File: src/rtl/core/gorl_pkg.sv
// ----------------------------------------------------------------------------
// gorl_pkg
// Shared widths, request and status codes, and the command and status
// bundles that join the controller to the datapath.
// ----------------------------------------------------------------------------
package gorl_pkg;

  // Default grid geometry and per-cell capacity.
  localparam int GORL_GRID_ROWS     = 16;
  localparam int GORL_GRID_COLS     = 16;
  localparam int GORL_CELL_CAPACITY = 255;

  // Field widths.
  localparam int REQ_W     = 3;
  localparam int ROW_W     = 4;
  localparam int COL_W     = 4;
  localparam int SLOT_W    = 8;
  localparam int POS_W     = 16;
  localparam int STAT_W    = 3;
  localparam int CNT_W     = 16;
  localparam int CELL_W    = 8;
  localparam int CFG_W     = 5;
  localparam int CFG_IDX_W = 1;

  // Largest value a size register can hold.
  localparam int CFG_MAX = (2 ** CFG_W) - 1;

  // Configuration register indexes and reset value.
  localparam logic [CFG_IDX_W-1:0] CFG_ROWS_IN_USE = 1'd0;
  localparam logic [CFG_IDX_W-1:0] CFG_COLS_IN_USE = 1'd1;
  localparam logic [CFG_W-1:0]     CFG_SIZE_RESET  = 5'd16;

  // Request codes.
  localparam logic [REQ_W-1:0] REQ_ADD    = 3'd0;
  localparam logic [REQ_W-1:0] REQ_DELETE = 3'd1;
  localparam logic [REQ_W-1:0] REQ_CLEAR  = 3'd2;
  localparam logic [REQ_W-1:0] REQ_COUNT  = 3'd3;
  localparam logic [REQ_W-1:0] REQ_TOTAL  = 3'd4;
  localparam logic [REQ_W-1:0] REQ_LOCATE = 3'd5;

  // Status codes.
  localparam logic [STAT_W-1:0] ST_OK        = 3'd0;
  localparam logic [STAT_W-1:0] ST_NO_SLOT   = 3'd1;
  localparam logic [STAT_W-1:0] ST_NOT_FOUND = 3'd2;
  localparam logic [STAT_W-1:0] ST_FULL      = 3'd3;
  localparam logic [STAT_W-1:0] ST_RANGE     = 3'd4;

  // Controller to datapath.
  typedef struct packed {
    logic load;         // latch the request and read its cell
    logic cell_exec;    // finish a single-cell request
    logic walk_step;    // one step of the row-major walk
    logic walk_finish;  // publish the walk result
    logic clr_step;     // clear one count entry after reset
  } gorl_cmd_t;

  // Datapath to controller.
  typedef struct packed {
    logic clr_last;     // clearing pass is on its final entry
    logic needs_walk;   // pending request must walk the grid
    logic walk_done;    // walk has hit its target or run out of cells
  } gorl_sts_t;

endpackage

File: src/rtl/core/grid_occupancy_rank_locator_top.sv
// ----------------------------------------------------------------------------
// grid_occupancy_rank_locator_top
// Per-cell occupant counter for a rows-by-columns grid with rank lookup.
// ----------------------------------------------------------------------------
// A request is taken at a rising edge where start is high and busy is low,
// and its single result appears on the out_ ports for exactly one cycle,
// marked by out_valid; the receiver cannot stall, so it must capture the
// result in that cycle. After reset the block clears its count memory one
// entry per cycle, and busy stays high until every entry is cleared, so
// the first request is taken only after that pass; size registers may be
// written during that time. Add, delete, clear, count query, and a total
// query while the whole grid is in use each read the cell count from the
// memory in the cycle that accepts them and evaluate it and write it back
// in the next. A total query on a reduced grid, and every locate request,
// walk the in-use cells in row-major order, reading one count per cycle
// from the single memory read port; a locate stops early, once it has read
// the cell that holds the requested occupant.
// The result strobe always comes in the cycle in which busy has just
// dropped, so the next request can be presented alongside it. Size
// registers must be written only while no request is in progress.
// ----------------------------------------------------------------------------
module grid_occupancy_rank_locator_top #(
  parameter int GRID_ROWS     = gorl_pkg::GORL_GRID_ROWS,
  parameter int GRID_COLS     = gorl_pkg::GORL_GRID_COLS,
  parameter int CELL_CAPACITY = gorl_pkg::GORL_CELL_CAPACITY
) (
  input  logic                            clk,
  input  logic                            rst_n,
  // Request channel.
  input  logic                            start,
  output logic                            busy,
  input  logic [gorl_pkg::REQ_W-1:0]      in_req_type,
  input  logic [gorl_pkg::ROW_W-1:0]      in_cell_row,
  input  logic [gorl_pkg::COL_W-1:0]      in_cell_column,
  input  logic [gorl_pkg::SLOT_W-1:0]     in_agent_slot,
  input  logic [gorl_pkg::POS_W-1:0]      in_ordered_position,
  // Result channel.
  output logic                            out_valid,
  output logic [gorl_pkg::STAT_W-1:0]     out_status,
  output logic [gorl_pkg::CNT_W-1:0]      out_count_value,
  output logic [gorl_pkg::ROW_W-1:0]      out_found_row,
  output logic [gorl_pkg::COL_W-1:0]      out_found_column,
  output logic [gorl_pkg::SLOT_W-1:0]     out_found_slot,
  // Configuration write port.
  input  logic                            cfg_wr_en,
  input  logic [gorl_pkg::CFG_IDX_W-1:0]  cfg_index,
  input  logic [gorl_pkg::CFG_W-1:0]      cfg_wdata
);
  import gorl_pkg::*;

  // The controller sequences each request; the datapath owns all storage.
  gorl_cmd_t cmd;
  gorl_sts_t sts;

  gorl_ctrl u_ctrl (
    .clk   (clk),
    .rst_n (rst_n),
    .start (start),
    .sts   (sts),
    .cmd   (cmd),
    .busy  (busy)
  );

  gorl_dp #(
    .GRID_ROWS     (GRID_ROWS),
    .GRID_COLS     (GRID_COLS),
    .CELL_CAPACITY (CELL_CAPACITY)
  ) u_dp (
    .clk                 (clk),
    .rst_n               (rst_n),
    .cmd                 (cmd),
    .sts                 (sts),
    .cfg_wr_en           (cfg_wr_en),
    .cfg_index           (cfg_index),
    .cfg_wdata           (cfg_wdata),
    .in_req_type         (in_req_type),
    .in_cell_row         (in_cell_row),
    .in_cell_column      (in_cell_column),
    .in_agent_slot       (in_agent_slot),
    .in_ordered_position (in_ordered_position),
    .out_valid           (out_valid),
    .out_status          (out_status),
    .out_count_value     (out_count_value),
    .out_found_row       (out_found_row),
    .out_found_column    (out_found_column),
    .out_found_slot      (out_found_slot)
  );

endmodule

File: src/rtl/core/gorl_ctrl.sv
// ----------------------------------------------------------------------------
// gorl_ctrl
// Sequencer: post-reset clearing pass, single-cell requests and grid walks.
// ----------------------------------------------------------------------------
module gorl_ctrl (
  input  logic                clk,
  input  logic                rst_n,
  input  logic                start,
  input  gorl_pkg::gorl_sts_t sts,
  output gorl_pkg::gorl_cmd_t cmd,
  output logic                busy
);
  import gorl_pkg::*;

  localparam logic [1:0] S_CLEAR = 2'd0;
  localparam logic [1:0] S_IDLE  = 2'd1;
  localparam logic [1:0] S_CELL  = 2'd2;
  localparam logic [1:0] S_WALK  = 2'd3;

  logic [1:0] state_r;
  logic [1:0] state_nxt;

  always_comb begin
    state_nxt = state_r;
    cmd       = '0;
    unique case (state_r)
      S_CLEAR: begin
        cmd.clr_step = 1'b1;
        if (sts.clr_last) begin
          state_nxt = S_IDLE;
        end
      end
      S_IDLE: begin
        if (start) begin
          cmd.load  = 1'b1;
          state_nxt = sts.needs_walk ? S_WALK : S_CELL;
        end
      end
      S_CELL: begin
        cmd.cell_exec = 1'b1;
        state_nxt     = S_IDLE;
      end
      S_WALK: begin
        if (sts.walk_done) begin
          cmd.walk_finish = 1'b1;
          state_nxt       = S_IDLE;
        end else begin
          cmd.walk_step = 1'b1;
        end
      end
      default: begin
        state_nxt = S_IDLE;
      end
    endcase
  end

  always_ff @(posedge clk) begin
    if (!rst_n) begin
      state_r <= S_CLEAR;
    end else begin
      state_r <= state_nxt;
    end
  end

  assign busy = (state_r != S_IDLE);

endmodule

File: src/rtl/core/gorl_dp.sv
// ----------------------------------------------------------------------------
// gorl_dp
// Count memory, running total, size registers, walk accumulator and the
// result register.
// ----------------------------------------------------------------------------
module gorl_dp #(
  parameter int GRID_ROWS     = gorl_pkg::GORL_GRID_ROWS,
  parameter int GRID_COLS     = gorl_pkg::GORL_GRID_COLS,
  parameter int CELL_CAPACITY = gorl_pkg::GORL_CELL_CAPACITY
) (
  input  logic                            clk,
  input  logic                            rst_n,
  input  gorl_pkg::gorl_cmd_t             cmd,
  output gorl_pkg::gorl_sts_t             sts,
  input  logic                            cfg_wr_en,
  input  logic [gorl_pkg::CFG_IDX_W-1:0]  cfg_index,
  input  logic [gorl_pkg::CFG_W-1:0]      cfg_wdata,
  input  logic [gorl_pkg::REQ_W-1:0]      in_req_type,
  input  logic [gorl_pkg::ROW_W-1:0]      in_cell_row,
  input  logic [gorl_pkg::COL_W-1:0]      in_cell_column,
  input  logic [gorl_pkg::SLOT_W-1:0]     in_agent_slot,
  input  logic [gorl_pkg::POS_W-1:0]      in_ordered_position,
  output logic                            out_valid,
  output logic [gorl_pkg::STAT_W-1:0]     out_status,
  output logic [gorl_pkg::CNT_W-1:0]      out_count_value,
  output logic [gorl_pkg::ROW_W-1:0]      out_found_row,
  output logic [gorl_pkg::COL_W-1:0]      out_found_column,
  output logic [gorl_pkg::SLOT_W-1:0]     out_found_slot
);
  import gorl_pkg::*;

  localparam int NUM_CELLS = GRID_ROWS * GRID_COLS;
  localparam int ADDR_W    = (NUM_CELLS > 1) ? $clog2(NUM_CELLS) : 1;
  localparam int CAP_LIM   = (CELL_CAPACITY > 255) ? 255 : CELL_CAPACITY;
  localparam int MAX_R     = (GRID_ROWS > CFG_MAX) ? CFG_MAX : GRID_ROWS;
  localparam int MAX_C     = (GRID_COLS > CFG_MAX) ? CFG_MAX : GRID_COLS;
  localparam int SUM_BITS  = $clog2(MAX_R * MAX_C * CAP_LIM + 1);
  localparam int ACC_W     = (SUM_BITS > CNT_W) ? SUM_BITS : CNT_W;

  localparam logic [CELL_W-1:0] CAP_VAL = CELL_W'(CAP_LIM);

  // Size registers and their effective values.
  logic [CFG_W-1:0] rows_r;
  logic [CFG_W-1:0] cols_r;
  logic [CFG_W-1:0] eff_rows;
  logic [CFG_W-1:0] eff_cols;
  logic             grid_full;

  always_ff @(posedge clk) begin
    if (!rst_n) begin
      rows_r <= CFG_SIZE_RESET;
      cols_r <= CFG_SIZE_RESET;
    end else if (cfg_wr_en) begin
      unique case (cfg_index)
        CFG_ROWS_IN_USE: rows_r <= cfg_wdata;
        CFG_COLS_IN_USE: cols_r <= cfg_wdata;
        default: ;
      endcase
    end
  end

  assign eff_rows  = (32'(rows_r) > GRID_ROWS) ? CFG_W'(GRID_ROWS) : rows_r;
  assign eff_cols  = (32'(cols_r) > GRID_COLS) ? CFG_W'(GRID_COLS) : cols_r;
  assign grid_full = (32'(eff_rows) == GRID_ROWS) && (32'(eff_cols) == GRID_COLS);

  // Request decode at accept time.
  logic              in_inside;
  logic [ADDR_W-1:0] in_addr;

  assign in_inside = ({1'b0, in_cell_row} < eff_rows) && ({1'b0, in_cell_column} < eff_cols);
  assign in_addr   = in_inside ?
                     ADDR_W'(32'(in_cell_row) * GRID_COLS + 32'(in_cell_column)) : '0;

  assign sts.needs_walk = (in_req_type == REQ_LOCATE) ||
                          ((in_req_type == REQ_TOTAL) && !grid_full);

  logic [REQ_W-1:0]  req_r;
  logic [SLOT_W-1:0] slot_r;
  logic [POS_W-1:0]  pos_r;
  logic [ADDR_W-1:0] addr_r;
  logic              inside_r;

  always_ff @(posedge clk) begin
    if (cmd.load) begin
      req_r    <= in_req_type;
      slot_r   <= in_agent_slot;
      pos_r    <= in_ordered_position;
      addr_r   <= in_addr;
      inside_r <= in_inside;
    end
  end

  // Clearing pass counter.
  logic [ADDR_W-1:0] clr_cnt_r;

  always_ff @(posedge clk) begin
    if (!rst_n) begin
      clr_cnt_r <= '0;
    end else if (cmd.clr_step) begin
      clr_cnt_r <= clr_cnt_r + ADDR_W'(1);
    end
  end

  assign sts.clr_last = (clr_cnt_r == ADDR_W'(NUM_CELLS - 1));

  // Walk issue side.
  logic [CFG_W-1:0]  wr_r;
  logic [CFG_W-1:0]  wc_r;
  logic              issue_active;
  logic              issue_go;
  logic [ADDR_W-1:0] walk_addr;

  assign issue_active = (wr_r < eff_rows) && (eff_cols != '0);

  // Count memory: one write port, one registered read port.
  logic [CELL_W-1:0] mem [NUM_CELLS];
  logic [CELL_W-1:0] rdata_r;
  logic              mem_we;
  logic [ADDR_W-1:0] mem_waddr;
  logic [CELL_W-1:0] mem_wdata;
  logic [ADDR_W-1:0] mem_raddr;

  // Walk consume side.
  logic              found_r;
  logic              pv_r;
  logic [CFG_W-1:0]  pr_r;
  logic [CFG_W-1:0]  pc_r;
  logic [ACC_W-1:0]  acc_r;
  logic [ACC_W-1:0]  acc_sum;
  logic              hit;
  logic [ROW_W-1:0]  frow_r;
  logic [COL_W-1:0]  fcol_r;
  logic [SLOT_W-1:0] fslot_r;

  assign issue_go  = issue_active && !found_r;
  assign walk_addr = issue_active ?
                     ADDR_W'(32'(wr_r) * GRID_COLS + 32'(wc_r)) : '0;
  assign mem_raddr = cmd.load ? in_addr : walk_addr;

  assign acc_sum = acc_r + ACC_W'(rdata_r);
  assign hit     = pv_r && !found_r && (req_r == REQ_LOCATE) &&
                   (pos_r != '0) && (acc_sum >= ACC_W'(pos_r));

  assign sts.walk_done = found_r || (!issue_active && !pv_r);

  always_ff @(posedge clk) begin
    if (!rst_n) begin
      pv_r    <= 1'b0;
      found_r <= 1'b0;
    end else if (cmd.load) begin
      pv_r    <= 1'b0;
      found_r <= 1'b0;
    end else if (cmd.walk_step) begin
      pv_r <= issue_go;
      if (hit) begin
        found_r <= 1'b1;
      end
    end
  end

  always_ff @(posedge clk) begin
    if (cmd.load) begin
      wr_r  <= '0;
      wc_r  <= '0;
      acc_r <= '0;
    end else if (cmd.walk_step) begin
      if (issue_go) begin
        pr_r <= wr_r;
        pc_r <= wc_r;
        if (wc_r + CFG_W'(1) == eff_cols) begin
          wc_r <= '0;
          wr_r <= wr_r + CFG_W'(1);
        end else begin
          wc_r <= wc_r + CFG_W'(1);
        end
      end
      if (hit) begin
        frow_r  <= pr_r[ROW_W-1:0];
        fcol_r  <= pc_r[COL_W-1:0];
        fslot_r <= SLOT_W'(pos_r - acc_r[CNT_W-1:0] - CNT_W'(1));
      end else if (pv_r && !found_r) begin
        acc_r <= acc_sum;
      end
    end
  end

  // Single-cell request evaluation, done the cycle after the read.
  logic [CNT_W-1:0]  total_r;
  logic [STAT_W-1:0] cell_status;
  logic [CNT_W-1:0]  cell_count;
  logic              cell_we;
  logic [CELL_W-1:0] cell_wdata;
  logic [CNT_W-1:0]  total_nxt;

  always_comb begin
    cell_status = ST_OK;
    cell_count  = '0;
    cell_we     = 1'b0;
    cell_wdata  = rdata_r;
    total_nxt   = total_r;
    case (req_r)
      REQ_ADD: begin
        if (!inside_r) begin
          cell_status = ST_RANGE;
        end else if (rdata_r >= CAP_VAL) begin
          cell_status = ST_FULL;
        end else begin
          cell_we    = 1'b1;
          cell_wdata = rdata_r + CELL_W'(1);
          total_nxt  = total_r + CNT_W'(1);
        end
      end
      REQ_DELETE: begin
        if (!inside_r) begin
          cell_status = ST_RANGE;
        end else if (slot_r >= rdata_r) begin
          cell_status = ST_NO_SLOT;
        end else begin
          cell_we    = 1'b1;
          cell_wdata = rdata_r - CELL_W'(1);
          total_nxt  = total_r - CNT_W'(1);
        end
      end
      REQ_CLEAR: begin
        if (!inside_r) begin
          cell_status = ST_RANGE;
        end else begin
          cell_we    = 1'b1;
          cell_wdata = '0;
          total_nxt  = total_r - CNT_W'(rdata_r);
        end
      end
      REQ_COUNT: begin
        if (!inside_r) begin
          cell_status = ST_RANGE;
        end else begin
          cell_count = CNT_W'(rdata_r);
        end
      end
      REQ_TOTAL: begin
        // Only reached with the whole grid in use: the running total is exact.
        cell_count = total_r;
      end
      default: begin
        cell_status = ST_RANGE;
      end
    endcase
  end

  always_ff @(posedge clk) begin
    if (!rst_n) begin
      total_r <= '0;
    end else if (cmd.cell_exec) begin
      total_r <= total_nxt;
    end
  end

  assign mem_we    = cmd.clr_step || (cmd.cell_exec && cell_we);
  assign mem_waddr = cmd.clr_step ? clr_cnt_r : addr_r;
  assign mem_wdata = cmd.clr_step ? '0 : cell_wdata;

  always_ff @(posedge clk) begin
    if (mem_we) begin
      mem[mem_waddr] <= mem_wdata;
    end
    rdata_r <= mem[mem_raddr];
  end

  // Result register.
  logic              out_valid_r;
  logic [STAT_W-1:0] out_status_r;
  logic [CNT_W-1:0]  out_count_r;
  logic [ROW_W-1:0]  out_row_r;
  logic [COL_W-1:0]  out_col_r;
  logic [SLOT_W-1:0] out_slot_r;

  always_ff @(posedge clk) begin
    if (!rst_n) begin
      out_valid_r <= 1'b0;
    end else begin
      out_valid_r <= cmd.cell_exec || cmd.walk_finish;
    end
  end

  always_ff @(posedge clk) begin
    if (cmd.cell_exec) begin
      out_status_r <= cell_status;
      out_count_r  <= cell_count;
      out_row_r    <= '0;
      out_col_r    <= '0;
      out_slot_r   <= '0;
    end else if (cmd.walk_finish) begin
      if (req_r == REQ_LOCATE) begin
        out_status_r <= found_r ? ST_OK : ST_NOT_FOUND;
        out_count_r  <= '0;
        out_row_r    <= found_r ? frow_r : '0;
        out_col_r    <= found_r ? fcol_r : '0;
        out_slot_r   <= found_r ? fslot_r : '0;
      end else begin
        out_status_r <= ST_OK;
        out_count_r  <= acc_r[CNT_W-1:0];
        out_row_r    <= '0;
        out_col_r    <= '0;
        out_slot_r   <= '0;
      end
    end
  end

  assign out_valid        = out_valid_r;
  assign out_status       = out_status_r;
  assign out_count_value  = out_count_r;
  assign out_found_row    = out_row_r;
  assign out_found_column = out_col_r;
  assign out_found_slot   = out_slot_r;

endmodule

File: config.mk
export PLATFORM = sky130hd
export DESIGN_NAME = grid_occupancy_rank_locator_top
export DESIGN_NICKNAME = d
export VERILOG_FILES = /design/src/rtl/core/gorl_pkg.sv /design/src/rtl/core/grid_occupancy_rank_locator_top.sv /design/src/rtl/core/gorl_ctrl.sv /design/src/rtl/core/gorl_dp.sv
export SDC_FILE = /design/constraint.sdc
export NUM_CORES = 2
export LEC_CHECK = 0
export BUFFER_PORTS_ARGS = -buffer_cell sky130_fd_sc_hd__buf_2
export CORE_MARGIN = 2
export CORE_UTILIZATION = 68
export DETAILED_ROUTE_END_ITERATION = 10
export GPL_TIMING_DRIVEN = 1
export PLACE_DENSITY_LB_ADDON = 0.12
export REMOVE_ABC_BUFFERS = 1
export SLEW_MARGIN = 5
export SYNTH_ARGS = -nofsm -noshare
export SYNTH_HDL_FRONTEND = slang
export SYNTH_SLANG_ARGS = --single-unit
File: constraint.sdc
create_clock -name clk -period 41.8 [get_ports clk]
set_input_delay 4.18 -clock clk [delete_from_list [all_inputs] [get_ports clk]]
set_output_delay 4.18 -clock clk [all_outputs]
set_load 0.05 [all_outputs]
==> impl_metrics.ini <==
[run_status]
status = finished, final reports clean

[setup_path]
setup.worst_path.end = u_dp.rdata_r[6]$_DFF_P_
cpMostUsedCell = buf_4
cp-start-kind = input port
crit_slowest_cell = buf_4
worst_ep_required_time_ps = 42550
r2r_cells = 21
cp_max_fo = 117
crit_cells = 20
cp_top_family = buffers and inverters
endpoint_kind = flop
worstReg2RegEnd = u_dp.rdata_r[6]$_DFF_P_
slowest_delay_ps = 880
r2r_setup_slack_ps = 33240
timing.rr.start = u_dp.rows_r[4]$_SDFFE_PN1P_
worstPathCellList = buf_2 -> ha_1 -> o21ai_0 -> o21ai_0 -> a22o_2 -> inv_2 -> a32oi_4 -> buf_4 -> buf_12 -> buf_4 -> buf_4 -> buf_4 -> buf_4 -> mux2i_1 -> o22ai_1 -> nor4_1 -> nor3_1 -> a31oi_1 -> nand4_1 -> and4_1
worst-setup-path-type = in -> reg
crit_start = in_cell_row[2]
critPathArrivalTime_ps = 11970
worst-path-buf-inv = 8

[grt]
grt-ovfl-total = 0
grt_usage = 0.3472
grt_pass1_wl_mm = 346.7
grt_pass1_vias = 53380
antenna_found_initial = 11
grt_start_max_net_pins = 240

[timing]
worstMarginPinSlew_ps = 1332
maxSlewViolCount = 0
rsz0062_at_grt = no
fin_skew_ps = 33.32
timing.fmax_mhz = 89.13
finalCriticalPeriod_ps = 11220
setup_violations = 0
finalCritPeriodShare = 0.2684
maxSlewHeadroom = 0.1122
setup_tns_ps = 0
final_hold_viol_count = 0

[hold_path]
hold_path.class = reg -> reg

[synth]
synth_area_leaders = edfxtp_1, mux2i_1, nand2_1
yosys.area.top_type_share = 0.7101
synth_edf_count = 2127
yosysWarnings = 0
synth_cell_types = 77
syn_avg_cell_area_sq_um = 14.27
synth_commonest_cells = edfxtp_1, nand2_1, mux2i_1, a21oi_1, nor2_1
syn_inst = 6302
synth.most_common_cell = edfxtp_1
ys_seq_elements = 2216
ys_seq_area_frac = 0.7299
synthArstFlopShare = 0
syn_area_sq_um = 89940
synth_ff_type = edfxtp_1
synth_top_area_cell = edfxtp_1

[floorplanning]
die_height_um = 367.7
die_w_um = 367.7
die_area_sq_um = 135200
io_pins = 82
initial_core_util = 0.6850
core_region_area_sq_um = 131300
num_rows = 133

[clocking]
cts.sinks = 2216
holdBufCountCts = 0
cts_setup_buffers = 0
clock_path_buffers = 3
post_cts_resized = 0
cts_tree = done
htreeDepth = 4
clk_pin_slew_ps = 60
cts-root-buf = clkbuf_16
numCtsBuffers = 212
clock_latency_ps = 860

[final_layout]
drive_above_1_share = 0.07948
final_cells = 8256
fillerInstances = 7920
area_growth_pct = 9.533
nets = 6433
multi_input_area_sq_um = 22460
regArea_sq_um = 65650

[pwr]
peakVddDrop_v = 0.00004762
power-per-cell-area_nw_per_um2 = 55.35
p_leak_nw = 33.88

[flow_run]
drv_cap = 0

[drt]
routedWlPerCell_um = 28.70
antenna_left = 0
drt_iter0_drc = 8619
drtPass1Iterations = 8
via_count = 56030
drt_drc_violations_left = 0
routed_wl_mm = 236.9
viasPerCell = 6.787

[placed_design]
place_congestion = 0.9074
numPortBuffers = 81
hpwl_mm = 137.5
dp.cells = 7855
[metrics by stage]
| stage | setup WS (ps) | util | total power [mW] | cell area (sq um) | hold slack [ps] |
|---|---|---|---|---|---|
| global placement | 30040 | 0.6994 | 3.584 | 91830 | 400.8 |
| detailed placement | 29830 | 0.6994 | 3.601 | 91830 | 404.5 |
| global route | 30330 | 0.7502 | 5.589 | 98500 | 422.5 |
| floorplan | 14030 | - | 3.615 | 88110 | 400.3 |
| CTS | 30710 | 0.7502 | 5.420 | 98500 | 417.7 |
| finish | 30580 | 0.7503 | 5.453 | 98520 | 418.9 |
[worst min-delay path by stage]
stage                                 from                  endpoint  slack [ps]  cells after the start
floorplan           u_dp.pc_r[0]$_DFFE_PP_  u_dp.fcol_r[0]$_DFFE_PP_         400                      0
global placement    u_dp.pr_r[2]$_DFFE_PP_  u_dp.frow_r[2]$_DFFE_PP_         400                      0
detailed placement  u_dp.pc_r[3]$_DFFE_PP_  u_dp.fcol_r[3]$_DFFE_PP_         400                      0
CTS                 u_dp.pr_r[1]$_DFFE_PP_  u_dp.frow_r[1]$_DFFE_PP_         420                      0
global route        u_dp.pr_r[1]$_DFFE_PP_  u_dp.frow_r[1]$_DFFE_PP_         420                      0
finish              u_dp.pr_r[1]$_DFFE_PP_  u_dp.frow_r[1]$_DFFE_PP_         420                      0
[worst register-to-register path, delay by kind of cell, from the launching register on]
kind / cells / cell delay, ps
AND/OR/NAND/NOR: 5 / 990
buffers and inverters: 8 / 5030
multiplexers: 1 / 320
flip-flops: 1 / 370
adder cells (fa/ha/maj): 1 / 320
AO/OA/AOI/OAI: 6 / 1430
[routing by layer]
metal	routed length, um	GRT usage	up-vias
met5	66	0	-
met4	10360	0.1476	12
met3	28360	0.07626	623
met2	109100	0.5284	3826
met1	89030	0.4921	27560
li1	-	-	24010
[cells by family (layout without fill, tap and decap cells)]
logic type / count (synthesis) / after routing / share of synthesized area
mux: 616 / 616 / 0.06857
fa+ha+maj: 74 / 74 / 0.01054
buf+inv: 444 / 634 / 0.02304
compound gates: 1144 / 1144 / 0.07915
simple gates: 1753 / 1753 / 0.08341
flops: 2216 / 2216 / 0.7299
other cells: 0 / 9 / 0
xor+xnor: 55 / 55 / 0.005356
[registers in the layout (all words and copies together), names as in the netlist, 8 cells and up]
register              count
u_dp.mem               2048
u_dp.acc_r               16
u_dp.out_count_value     16
u_dp.pos_r               16
u_dp.total_r             16
u_dp.addr_r               8
u_dp.clr_cnt_r            8
u_dp.fslot_r              8
u_dp.out_found_slot       8
u_dp.rdata_r              8
u_dp.slot_r               8
[layout by cell type, fill, tap and decap left out, types with 13 or more instances in the layout]
master,instances
clkbuf_16,219
o221ai_1,30
edfxtp_1,2127
clkinv_2,39
clkinv_1,44
nand2_1,906
a21o_1,20
nor2_1,393
nand4_1,22
ha_1,71
a22oi_1,37
a31oi_1,38
xor2_1,21
o22ai_1,261
bufinv_16,13
inv_1,60
nor4_1,75
buf_4,87
and3_1,25
a21oi_1,398
xnor2_1,34
a22o_1,46
mux2i_1,615
or4_1,17
clkbuf_1,59
nand3b_1,16
buf_2,81
o21ai_0,150
a211oi_1,19
nor3_1,43
nand3_1,190
dfxtp_1,89
[power breakdown]
group	internal, mW	total, mW	switching [mW]
registers	2.41	2.45	0.0347
clock network	1.04	1.85	0.808
logic	0.372	1.15	0.783
total	3.83	5.45	1.63
[layout make-up]
class / count / area share
Antenna cell: 9 / 0.0002286
Clock buffer: 282 / 0.05843
Clock inverter: 110 / 0.009233
Inverter: 63 / 0.002413
Multi-Input combinational cell: 3642 / 0.2280
Sequential cell: 2216 / 0.6664
Tap cell: 1755 / 0.02229
Timing Repair Buffer: 179 / 0.01298
Power figures use the tool's default switching activity.
